**src/hw/rtl/cimd_pkg.sv**
```systemverilog
`default_nettype none

package cimd_pkg;

    typedef logic [31:0] insn_t;
    typedef logic [5:0]  opnum_t;
    typedef logic [5:0]  grp_en_t;

    localparam grp_en_t GRP_EN_RESET = 6'h3F;

    localparam int GRP_SHADD  = 0;
    localparam int GRP_BITMAN = 1;
    localparam int GRP_BITTST = 2;
    localparam int GRP_CMOV   = 3;
    localparam int GRP_MAC    = 4;
    localparam int GRP_MEMIDX = 5;

    localparam logic [6:0] OPC_CUSTOM0 = 7'b0001011;

    localparam logic [2:0] F3_ALU   = 3'd1;
    localparam logic [2:0] F3_EXT   = 3'd2;
    localparam logic [2:0] F3_EXTU  = 3'd3;
    localparam logic [2:0] F3_LDIDX = 3'd4;
    localparam logic [2:0] F3_STIDX = 3'd5;

    localparam logic [6:0] F7_SRRIW  = 7'h0A;
    localparam logic [6:0] F7_TSTNBZ = 7'h40;
    localparam logic [6:0] F7_REV    = 7'h41;
    localparam logic [6:0] F7_FF0    = 7'h42;
    localparam logic [6:0] F7_FF1    = 7'h43;
    localparam logic [6:0] F7_REVW_A = 7'h44;
    localparam logic [6:0] F7_REVW_B = 7'h48;
    localparam logic [6:0] F7_SRRI_A = 7'h08;
    localparam logic [6:0] F7_SRRI_B = 7'h09;
    localparam logic [6:0] F7_MVEQZ  = 7'h20;
    localparam logic [6:0] F7_MVNEZ  = 7'h21;
    localparam logic [6:0] F7_MAC_LO = 7'h10;
    localparam logic [6:0] F7_MAC_HI = 7'h15;
    localparam logic [5:0] F7_TST_HI = 6'h22;
    localparam logic [6:0] F7_SHADD_MAX = 7'h03;
    localparam logic [4:0] F5_LD_MAX = 5'd27;
    localparam logic [4:0] F5_ST_MAX = 5'd15;

    localparam opnum_t OP_ADDSL  = 6'd0;
    localparam opnum_t OP_SRRIW  = 6'd1;
    localparam opnum_t OP_TSTNBZ = 6'd2;
    localparam opnum_t OP_REV    = 6'd3;
    localparam opnum_t OP_FF0    = 6'd4;
    localparam opnum_t OP_FF1    = 6'd5;
    localparam opnum_t OP_REVW   = 6'd6;
    localparam opnum_t OP_SRRI   = 6'd7;
    localparam opnum_t OP_EXT    = 6'd8;
    localparam opnum_t OP_EXTU   = 6'd9;
    localparam opnum_t OP_TST    = 6'd10;
    localparam opnum_t OP_MVEQZ  = 6'd11;
    localparam opnum_t OP_MVNEZ  = 6'd12;
    localparam opnum_t OP_MAC0   = 6'd13;
    localparam opnum_t OP_LDIDX0 = 6'd19;
    localparam opnum_t OP_STIDX0 = 6'd47;
    localparam opnum_t OP_LAST   = 6'd62;

endpackage

`default_nettype wire

```
**src/hw/rtl/custom_integer_memidx_decoder.sv**
```systemverilog
// Pipeline: an accepted word is held in the input register, then decoded
//   into the result register.
// Throughput: one word per cycle; input register and result register each
//   stall only when the stage after them is full and not draining.
// Reset: synchronous, active-low aresetn clears both stage valids and sets
//   group_enable to all groups enabled.
`default_nettype none

module custom_integer_memidx_decoder (
    input  wire                    aclk,
    input  wire                    aresetn,
    input  wire                    cfg_wr_en,
    input  cimd_pkg::grp_en_t      cfg_wr_data,   // group_enable
    input  wire                    s_tvalid,
    output logic                   s_tready,
    input  cimd_pkg::insn_t        s_tdata,       // [31:0] instruction
    output logic                   m_tvalid,
    input  wire                    m_tready,
    output logic [7:0]             m_tdata,       // [5:0] opcode_number, [7:6] zero
    output logic                   m_tuser        // [0] recognized
);
    import cimd_pkg::*;

    grp_en_t grp_en_reg;
    logic    in_valid_reg;
    insn_t   insn_reg;
    logic    out_valid_reg;
    logic    hit_reg;
    opnum_t  opnum_reg;

    logic    out_adv;
    logic    in_adv;
    logic    hit_next;
    opnum_t  opnum_next;

    assign out_adv  = !out_valid_reg || m_tready;
    assign in_adv   = !in_valid_reg || out_adv;
    assign s_tready = in_adv;

    always_ff @(posedge aclk) begin
        if (!aresetn) begin
            grp_en_reg <= GRP_EN_RESET;
        end else if (cfg_wr_en) begin
            grp_en_reg <= cfg_wr_data;
        end
    end

    always_ff @(posedge aclk) begin
        if (!aresetn) begin
            in_valid_reg  <= 1'b0;
            out_valid_reg <= 1'b0;
        end else begin
            if (in_adv) begin
                in_valid_reg <= s_tvalid;
            end
            if (out_adv) begin
                out_valid_reg <= in_valid_reg;
            end
        end
    end

    always_ff @(posedge aclk) begin
        if (in_adv && s_tvalid) begin
            insn_reg <= s_tdata;
        end
        if (out_adv && in_valid_reg) begin
            hit_reg   <= hit_next;
            opnum_reg <= opnum_next;
        end
    end

    always_comb begin
        logic [2:0] f3;
        logic [6:0] f7;
        logic [4:0] f5;
        logic [4:0] rs2;
        logic       rs2_z;
        logic       sa_hit, bm_hit, bt_hit, cm_hit, ma_hit, mi_hit;
        opnum_t     bm_num, cm_num, ma_num, mi_num;

        f3    = insn_reg[14:12];
        f7    = insn_reg[31:25];
        f5    = insn_reg[31:27];
        rs2   = insn_reg[24:20];
        rs2_z = (rs2 == 5'd0);

        sa_hit = (f3 == F3_ALU) && (f7 <= F7_SHADD_MAX);

        bm_hit = 1'b0;
        bm_num = OP_EXT;
        if (f3 == F3_EXT) begin
            bm_hit = 1'b1;
            bm_num = OP_EXT;
        end else if (f3 == F3_EXTU) begin
            bm_hit = 1'b1;
            bm_num = OP_EXTU;
        end else if (f3 == F3_ALU) begin
            case (f7)
                F7_SRRIW: begin
                    bm_hit = 1'b1;
                    bm_num = OP_SRRIW;
                end
                F7_TSTNBZ: begin
                    bm_hit = rs2_z;
                    bm_num = OP_TSTNBZ;
                end
                F7_REV: begin
                    bm_hit = rs2_z;
                    bm_num = OP_REV;
                end
                F7_FF0: begin
                    bm_hit = rs2_z;
                    bm_num = OP_FF0;
                end
                F7_FF1: begin
                    bm_hit = rs2_z;
                    bm_num = OP_FF1;
                end
                F7_REVW_A, F7_REVW_B: begin
                    bm_hit = rs2_z;
                    bm_num = OP_REVW;
                end
                F7_SRRI_A, F7_SRRI_B: begin
                    bm_hit = 1'b1;
                    bm_num = OP_SRRI;
                end
                default: begin
                    bm_hit = 1'b0;
                end
            endcase
        end

        bt_hit = (f3 == F3_ALU) && (f7[6:1] == F7_TST_HI);

        cm_hit = (f3 == F3_ALU) && ((f7 == F7_MVEQZ) || (f7 == F7_MVNEZ));
        cm_num = (f7 == F7_MVNEZ) ? OP_MVNEZ : OP_MVEQZ;

        ma_hit = (f3 == F3_ALU) && (f7 >= F7_MAC_LO) && (f7 <= F7_MAC_HI);
        ma_num = OP_MAC0 + {3'b000, f7[2:0]};

        mi_hit = ((f3 == F3_LDIDX) && (f5 <= F5_LD_MAX))
              || ((f3 == F3_STIDX) && (f5 <= F5_ST_MAX));
        mi_num = ((f3 == F3_LDIDX) ? OP_LDIDX0 : OP_STIDX0) + {1'b0, f5};

        hit_next   = 1'b0;
        opnum_next = '0;
        if (insn_reg[6:0] == OPC_CUSTOM0) begin
            if (grp_en_reg[GRP_SHADD] && sa_hit) begin
                hit_next   = 1'b1;
                opnum_next = OP_ADDSL;
            end else if (grp_en_reg[GRP_BITMAN] && bm_hit) begin
                hit_next   = 1'b1;
                opnum_next = bm_num;
            end else if (grp_en_reg[GRP_BITTST] && bt_hit) begin
                hit_next   = 1'b1;
                opnum_next = OP_TST;
            end else if (grp_en_reg[GRP_CMOV] && cm_hit) begin
                hit_next   = 1'b1;
                opnum_next = cm_num;
            end else if (grp_en_reg[GRP_MAC] && ma_hit) begin
                hit_next   = 1'b1;
                opnum_next = ma_num;
            end else if (grp_en_reg[GRP_MEMIDX] && mi_hit) begin
                hit_next   = 1'b1;
                opnum_next = mi_num;
            end
        end
    end

    assign m_tvalid = out_valid_reg;
    assign m_tdata  = {2'b00, opnum_reg};
    assign m_tuser  = hit_reg;

`ifndef NO_ASSERTIONS
    a_miss_zero: assert property (@(posedge aclk) disable iff (!aresetn)
        (m_tvalid && !m_tuser) |-> (m_tdata == 8'd0))
        else $error("unrecognized word carries nonzero opcode number");

    a_op_range: assert property (@(posedge aclk) disable iff (!aresetn)
        m_tvalid |-> (m_tdata <= {2'b00, OP_LAST}))
        else $error("opcode number out of range");

    a_stall_blocks: assert property (@(posedge aclk) disable iff (!aresetn)
        (in_valid_reg && m_tvalid && !m_tready) |-> !s_tready)
        else $error("input accepted while pipeline is full and stalled");

    a_pipe_move: assert property (@(posedge aclk) disable iff (!aresetn)
        (in_valid_reg && out_adv) |=> m_tvalid)
        else $error("decoded word lost between stages");
`endif

endmodule

`default_nettype wire

```
**config.mk**
```make
export PLATFORM = sky130hd
export DESIGN_NAME = custom_integer_memidx_decoder
export DESIGN_NICKNAME = d
export VERILOG_FILES = /design/src/hw/rtl/cimd_pkg.sv /design/src/hw/rtl/custom_integer_memidx_decoder.sv
export SDC_FILE = /design/constraint.sdc
export NUM_CORES = 1
export LEC_CHECK = 0
export ABC_AREA = 0
export BUFFER_PORTS_ARGS = -buffer_cell sky130_fd_sc_hd__clkbuf_2
export CAP_MARGIN = 30
export CELL_PAD_IN_SITES_DETAIL_PLACEMENT = 0
export CELL_PAD_IN_SITES_GLOBAL_PLACEMENT = 2
export CORE_ASPECT_RATIO = 1.1
export CORE_MARGIN = 1
export CORE_UTILIZATION = 33
export DETAILED_ROUTE_END_ITERATION = 8
export GPL_ROUTABILITY_DRIVEN = 0
export PLACE_DENSITY = 0.85
export SETUP_SLACK_MARGIN = 0.1
export SLEW_MARGIN = 20
export SYNTH_ARGS = -nofsm -noshare
export SYNTH_HDL_FRONTEND = slang
export SYNTH_SLANG_ARGS = --single-unit
```
**constraint.sdc**
```tcl
create_clock -name aclk -period 2.85 [get_ports aclk]
set_input_delay 0.57 -clock aclk [delete_from_list [all_inputs] [get_ports aclk]]
set_output_delay 0.57 -clock aclk [all_outputs]
set_load 0.01 [all_outputs]
```
==> flow_metrics.tcl, run 1 <==
set metrics [dict create \
    powerDensity_nw_per_um2 485.9 \
    fin_hold_ws_ns 0.4567 \
    drc 0 \
    ys.warnings.count 0 \
    post_cts_buffers 0 \
    syn-cell-area_um2 1967 \
    cts.sinks 37 \
    p_int_uw 877.4 \
    finalSetupViolations 0 \
    grt_use_met3_pct 3.398 \
    start_kind "flop" \
    antenna_found_initial 0 \
    cts_tree "built" \
    layout-drive-gt1-share_pct 27.06 \
    die_h_um 82.97 \
    synth_cell_types 45 \
    synth-seq-cells 37 \
    fmax_ghz 0.4047 \
    min_from "s_tdata[25]" \
    fin_cells 295 \
    synthTopCellsByCount "29 x edfxtp_1, 14 x nand2_1, 13 x ha_1" \
    rsz0062_at_grt "false" \
    first_global_vias 1358 \
    synth_fa_ha_area_share_pct 8.270 \
    root_buffer "clkbuf_8" \
    period_share_pct 86.69 \
    finalNetCount 273 \
    grt_max_degree 23 \
    clock_latency_ns 0.28 \
    p_seq_share_pct 55.2 \
    cts_buffers 5 \
    dpl.hpwl_um 3000 \
    ys_async_sr_fraction_pct 0 \
    dieArea_um2 6273 \
    core_area_um2 5769 \
    pwr-share-comb_pct 12.2 \
    reg2reg_depth 8 \
    required_ns 2.97 \
    p_sw_uw 274.1 \
    grt_pass1_wl_um 6237 \
    hold_violations 0 \
    drv_cap 0 \
    min_path_cells 1 \
    synth_simple_gate_area_share_pct 15.39 \
    dr.pass1.iters 4 \
    drtAntennaViolNets 0 \
    finalClockSkew_ns 0.004425 \
    final_core_util_pct 41.08 \
    die_width_um 75.61 \
    drt-initial-drc-count 82 \
    netlist_instances 170 \
    synth.most_common_cell "edfxtp_1" \
    synth-compound-area-share_pct 14.50 \
    insertedDiodeCount 0 \
    ios 54 \
    place_inst 286 \
    met1_usage_pct 16.82 \
    crit_path_max_fanout 5 \
    hold_class "input pin to flop" \
    row_count 29 \
    vias_per_cell 4.919 \
    tightest_slew_ns 0.6760 \
    fill_cells 563 \
    hold_end "insn_reg[25]" \
    initial_utilization_pct 34.09 \
    syn_to_final_growth_pct 20.48 \
    path_clk_slew_ns 0.07 \
    synth_xor_area_share_pct 1.336 \
    fin_ws_ns 0.3792 \
    cp-end-kind "flop" \
    synth_top_area_share_pct 44.27 \
    synth-seq-area-share_pct 52.42 \
    rrSetupSlack_ns 0.38 \
    fin_setup_tns_ns 0 \
    cp_data_arrival_time_ns 2.59 \
    cts.path.max_buffers 2 \
    ir_drop_mv 0.3206 \
    vias 1451 \
    period_needed_ns 2.471 \
    outcome "finished, final reports clean" \
    largest_reg_flops 22 \
    synthTopCellsByArea "edfxtp_1 44%, ha_1 8.3%, dfxtp_1 8.1%" \
    pwr-share-clk_pct 32.7 \
    grt.total_usage_pct 13.45 \
    met2_usage_pct 21.75 \
    synth_edf_count 29 \
    crit_type "flop to flop" \
    htreeDepth 2 \
    pre_cts_slack_ns 0.2923 \
    finalPower_mw 1.152 \
    grt_remaining_overflow 0 \
    r2r-end "opnum_reg[1]" \
    dpl-instance-area_um2 2260 \
    synth_area_per_cell_um2 11.57 \
    synth.area.mux_share_pct 3.817 \
    swShare_pct 23.81 \
    busiest_layer "met2" \
    synth_area_leader_cell "edfxtp_1" \
    synth_top_family_by_area "simple AND/OR/NAND/NOR gates" \
    wl_per_cell_um 13.09 \
    stdcell_area_um2 2370 \
    reg2reg_from "insn_reg[28]" \
    slew_headroom_pct 54.84 \
    wirelength_um 3861 \
    io_buffers 41 \
    ys.flop_type "edfxtp_1" \
    p_leak_nw 0.9844 \
    maxSlewViolCount 0 \
]
[layout by cell type (no fill, tap or decap), types with 4 or more instances in the layout]
cell type and n:
clkbuf_2 41, edfxtp_1 29, nand2_1 14, ha_1 13, inv_1 10, o21ai_0 9, nor2_1 8, dfxtp_1 8
nand3_1 7, a21oi_1 7, mux2i_1 6, clkbuf_8 6, o21a_1 4, buf_4 4
[logic make-up after synthesis]
group,Yosys count
and+or+nand+nor,53
muxes,7
AOI/OAI and AO/OA,39
buffers and inverters,17
other,1
xor gates and xnor gates,3
adders and majority gates,13
DFF,37
[power groups by stage]
stage / logic (mW) / clock network (mW) / registers [mW]
2_1_floorplan: 0.0926 / 0 / 0.643
5_1_grt: 0.158 / 0.415 / 0.639
6_report: 0.140 / 0.376 / 0.635
4_1_cts: 0.139 / 0.393 / 0.636
3_5_place_dp: 0.138 / 0 / 0.648
3_3_place_gp: 0.138 / 0 / 0.647
[metal layers]
metal | vias up | wire length [um]
met5 | - | 0
met4 | 0 | 100
met3 | 6 | 198
met2 | 48 | 1878
met1 | 663 | 1682
li1 | 734 | -
[worst max path at each step]
stage | to | start
final | opnum_reg[1] | insn_reg[28]
after global routing | m_tuser | insn_reg[28]
after CTS | opnum_reg[1] | insn_reg[28]
after detailed placement | opnum_reg[1] | insn_reg[28]
after global placement | opnum_reg[1] | insn_reg[28]
after floorplan | opnum_reg[1] | insn_reg[27]
[worst max-delay path: stages, from the launching register on]
cell and delay (ns):
edfxtp_1 0.46, inv_1 0.16, ha_1 0.24, nor4bb_4 0.35, a2111oi_4 0.12, o21ai_1 0.19, a41o_1 0.30, mux2_4 0.32
o31ai_2 0.16
[cell type report]
type	instances	area, um^2	area share [%]
tap	77	96.34	4.065
sequential	37	1031	43.51
clock inverter	2	12.51	0.5280
multi-input combinational	117	859.6	36.27
timing repair buffer	46	250.2	10.56
inverter	10	37.54	1.584
clock buffer	6	82.58	3.485
[what timing repair did]
| item | in CTS | in global routing |
|---|---|---|
| setup endpoints to repair | 0 | 1 |
| gates resized for setup | 0 | 0 |
| hold buffers | 0 | 0 |
No activity file was read; power rests on OpenSTA's default activity.
==> inputs of run 2 (changes only) <==
Settings changed: CELL_PAD_IN_SITES_DETAIL_PLACEMENT 0 to not set, CELL_PAD_IN_SITES_GLOBAL_PLACEMENT 2 to not set, CORE_UTILIZATION 33 to 50, PLACE_DENSITY 0.85 to 0.83.
==> run 2 against run 1 <==
Net effect: combinational power about the same; utilization rose by 22 points; clock power up 11%; routed wire length is 4.1% lower; total power grew 3.6%; clock skew fell by 0.0011 ns; non-clock buffer count is the same; via count grew 2.8%; sequential share of layout area grew 0.46 points; first-iteration DRC count down 39%; critical path type unchanged; critical endpoint unchanged; highest routed layer unchanged.
==> flow_metrics.tcl, run 2 (same netlist as run 1, synthesis figures left out) <==
set metrics [dict create \
    ios 54 \
    cp_data_arrival_time_ns 2.63 \
    p_seq_share_pct 53.3 \
    antenna_found_initial 0 \
    row_count 23 \
    maxSlewViolCount 0 \
    slew_headroom_pct 40.82 \
    grt_remaining_overflow 0 \
    fin_setup_tns_ns 0 \
    cts.path.max_buffers 2 \
    required_ns 2.97 \
    crit_type "flop to flop" \
    fin_hold_ws_ns 0.4580 \
    cp-end-kind "flop" \
    crit_path_max_fanout 8 \
    final_core_util_pct 63.16 \
    dpl.hpwl_um 2815 \
    die_width_um 61.80 \
    outcome "finished, final reports clean" \
    hold_violations 0 \
    finalSetupViolations 0 \
    crit_chain "inv_1 > ha_1 > nor4bb_4 > nor2_1 > o21ai_1 > a41o_1 > mux2_4 > o31ai_2" \
    drc 0 \
    finalClockSkew_ns 0.003315 \
    fill_cells 302 \
    root_buffer "clkbuf_8" \
    tightest_slew_ns 0.8877 \
    drt-initial-drc-count 50 \
    holdBufCountCts 0 \
    grt.total_usage_pct 19.88 \
    path_clk_slew_ns 0.07 \
    fin_cells 268 \
    period_share_pct 87.89 \
    insertedDiodeCount 0 \
    finalNetCount 273 \
    cts.sinks 37 \
    powerDensity_nw_per_um2 508.6 \
    cts_buffers 5 \
    htreeDepth 2 \
    core_area_um2 3712 \
    drtAntennaViolNets 0 \
    die_h_um 67.78 \
    syn_to_final_growth_pct 19.21 \
    swShare_pct 21.97 \
    cts_tree "built" \
    final_common_cell "clkbuf_2" \
    pwr-share-clk_pct 34.9 \
    pwr-share-comb_pct 11.8 \
    clock_latency_ns 0.28 \
    dr.pass1.iters 4 \
    rsz0062_at_grt "false" \
    crit_slowest_cell "edfxtp_1" \
    layout-drive-gt1-share_pct 27.06 \
    mostFrequentLayoutCells "41 x clkbuf_2, 29 x edfxtp_1, 14 x nand2_1, 13 x ha_1, 10 x inv_1" \
    fmax_ghz 0.3992 \
    largest_reg_flops 22 \
    initial_utilization_pct 52.98 \
    multiInputGateArea_um2 859.6 \
    first_global_vias 1378 \
    vias_per_cell 5.567 \
    ir_drop_mv 0.4684 \
    grt_max_degree 23 \
    max_stage_delay_ns 0.51 \
    dieArea_um2 4189 \
    post_cts_buffers 0 \
    p_leak_nw 0.9892 \
    p_int_uw 930.6 \
    wirelength_um 3702 \
    finalPower_mw 1.193 \
    io_buffers 41 \
    hold_class "input pin to flop" \
    wl_per_cell_um 13.81 \
    seqCellArea_um2 1031 \
    drv_cap 0 \
    place_inst 260 \
    start_kind "flop" \
    vias 1492 \
    p_sw_uw 262.0 \
    grt_pass1_wl_um 5871 \
    period_needed_ns 2.505 \
    cts.repair.resized 0 \
]
[run 2: cell count changes in the layout (fill, tap and decap cells not counted), sizes merged]
cell	previous run	this run
clkbuf	47	49
clkinv	1	0
inv	11	10
[run 2: final timing paths]
kind | startpoint | to | slack, ns | depth (start not counted)
hold / removal | s_tdata[27] | insn_reg[27] | 0.46 | 1
setup reg to reg | insn_reg[28] | opnum_reg[1] | 0.35 | 8
setup / recovery | insn_reg[28] | opnum_reg[1] | 0.35 | 8
hold reg to reg | grp_en_reg[4] | grp_en_reg[4] | 0.49 | 2
[run 2: final cells by class]
class / count / share of cell area, %
clock buffer: 8 / 4.749
inverter: 10 / 1.601
multi-input combinational: 117 / 36.66
sequential: 37 / 43.97
tap: 50 / 2.668
timing repair buffer: 46 / 10.35
[run 2: worst max-delay path: cells and delay by family (launching register included)]
kind            cells  cell delay, ns
compound gates      3            0.63
fa+ha+maj           1            0.25
buf+inv             1            0.18
mux                 1            0.32
simple gates        2            0.45
flops               1            0.51
[run 2: power groups by stage]
stage               logic, mW  clock network (mW)  registers [mW]
finish                  0.141               0.416           0.635
global route            0.157               0.444           0.639
CTS                     0.141               0.426           0.635
detailed placement      0.139                   0           0.646
global placement        0.136                   0           0.645
floorplan              0.0926                   0           0.643
[run 2: through the flow]
step	setup WS [ns]	area (um^2)
detailed placement	0.2823	2233
floorplan	0.4032	1971
finish	0.3450	2345
global placement	0.3692	2233
CTS	0.2557	2345
global route	0.1671	2345
[run 2: routing by layer]
metal / vias up / track usage [%] / wire length (um)
met5: - / 0 / 0
met4: 0 / 10.28 / 124
met3: 15 / 4.406 / 226
met2: 67 / 33.33 / 1802
met1: 680 / 23.46 / 1548
li1: 730 / - / -
==> inputs of run 3 (changes only) <==
Settings changed: MAX_ROUTING_LAYER set to met4, PLACE_DENSITY 0.83 to 0.76.
==> run 3 against run 2 <==
Net effect: fmax is 2.1% lower; routed wire length is 1.1% higher; cell area is 0.64% lower; sequential power is 0.6% higher; largest cell class unchanged.
==> flow_metrics.tcl, run 3 (same netlist as run 1, synthesis figures left out) <==
set metrics [dict create \
    outcome "finished, final reports clean" \
    r2r-end "opnum_reg[1]" \
    cts.sinks 37 \
    cp_data_arrival_time_ns 2.69 \
    die_width_um 61.80 \
    min_from "s_tdata[28]" \
    post_cts_buffers 0 \
    required_ns 2.98 \
    fmax_ghz 0.3906 \
    period_needed_ns 2.560 \
    insertedDiodeCount 0 \
    reg2reg_depth 8 \
    final_core_util_pct 62.76 \
    path_clk_slew_ns 0.07 \
    cp_num_cells 8 \
    busiest_layer "met2" \
    min_path_cells 1 \
    grt_remaining_overflow 0 \
    largest_reg_flops 22 \
    hold_violations 0 \
    fill_cells 296 \
    hold_class "input pin to flop" \
    fin_cells 266 \
    tightest_slew_ns 0.6461 \
    pre_cts_slack_ns 0.2395 \
    start_kind "flop" \
    drc 0 \
    dpl.hpwl_um 2903 \
    grt_pass1_wl_um 6072 \
    crit_chain "inv_1 > ha_1 > nor4bb_4 > nor2_1 > o21ai_1 > a41o_1 > mux2_4 > o31ai_2" \
    antenna_found_initial 0 \
    met2_usage_pct 33.60 \
    cp_num_buf_inv 1 \
    drtAntennaViolNets 0 \
    vias_per_cell 5.617 \
    period_share_pct 89.82 \
    holdBufCountCts 0 \
    wl_per_cell_um 14.07 \
    grt_use_met3_pct 6.130 \
    htreeDepth 2 \
    core_area_um2 3712 \
    finalNetCount 271 \
    crit_path_max_fanout 8 \
    grt.total_usage_pct 20.81 \
    first_global_vias 1447 \
    crit_type "flop to flop" \
    fin_hold_ws_ns 0.4521 \
    rsz0062_at_grt "false" \
    hold_end "insn_reg[28]" \
    grt_max_degree 23 \
    slew_headroom_pct 56.84 \
    dieArea_um2 4189 \
    maxSlewViolCount 0 \
    syn_to_final_growth_pct 18.45 \
    finalClockSkew_ns 0.007128 \
    vias 1494 \
    max_stage_delay_ns 0.52 \
    ios 54 \
    cp-end-kind "flop" \
    dr.pass1.iters 4 \
    row_count 23 \
    finalSetupViolations 0 \
    fin_ws_ns 0.2901 \
    reg2reg_from "insn_reg[28]" \
    cts.path.max_buffers 2 \
    layout-drive-gt1-share_pct 26.39 \
    cts_buffers 5 \
    crit_slowest_cell "edfxtp_1" \
    fin_setup_tns_ns 0 \
    clock_latency_ns 0.29 \
    wirelength_um 3743 \
    mostFrequentLayoutCells "41 x clkbuf_2, 29 x edfxtp_1, 14 x nand2_1, 13 x ha_1, 10 x inv_1" \
    p_leak_nw 0.9796 \
    powerDensity_nw_per_um2 515.9 \
    ir_drop_mv 0.4170 \
    final_common_cell "clkbuf_2" \
    drt-initial-drc-count 44 \
    met1_usage_pct 22.80 \
    crit_family "compound AO/OA/AOI/OAI gates" \
    initial_utilization_pct 52.98 \
    io_buffers 41 \
    rrSetupSlack_ns 0.29 \
    die_h_um 67.78 \
    cts_tree "built" \
    root_buffer "clkbuf_8" \
    drv_cap 0 \
    cts.repair.resized 0 \
    place_inst 258 \
]
-- run 3: cell type report --
type / count / area (um^2) / area share, %
clock buffers: 8 / 111.4 / 4.780
repair buffers: 44 / 227.7 / 9.774
multi-input cells: 117 / 859.6 / 36.90
flip-flops and latches: 37 / 1031 / 44.25
well taps: 50 / 62.56 / 2.685
inverters: 10 / 37.54 / 1.611
-- run 3: per-stage QoR --
| stage | area [um^2] | power [mW] |
|---|---|---|
| floorplan | 1971 | 0.7354 |
| global placement | 2218 | 0.7770 |
| detailed placement | 2218 | 0.7846 |
| CTS | 2330 | 1.209 |
| global route | 2330 | 1.252 |
| finish | 2330 | 1.202 |
-- run 3: worst max-delay path by stage --
stage	slack, ns	to	from
6_report	0.29	opnum_reg[1]	insn_reg[28]
3_5_place_dp	0.24	opnum_reg[1]	insn_reg[28]
4_1_cts	0.22	opnum_reg[1]	insn_reg[28]
5_1_grt	0.13	opnum_reg[1]	insn_reg[28]
2_1_floorplan	0.40	opnum_reg[1]	insn_reg[27]
3_3_place_gp	0.34	opnum_reg[1]	insn_reg[28]
-- run 3: power by group --
group | leakage [nW] | total [mW] | internal [mW] | switching, mW
registers | 0.343 | 0.639 | 0.614 | 0.0244
logic | 0.580 | 0.135 | 0.0646 | 0.0704
clock network | 0.0566 | 0.428 | 0.250 | 0.178
total | 0.980 | 1.20 | 0.929 | 0.273
-- run 3: per-layer routing --
| layer | vias to the layer above | share of wire (%) |
|---|---|---|
| li1 | 725 | - |
| met1 | 683 | 38 |
| met2 | 69 | 51 |
| met3 | 17 | 6.9 |
| met4 | 0 | 3.5 |
| met5 | - | 0 |
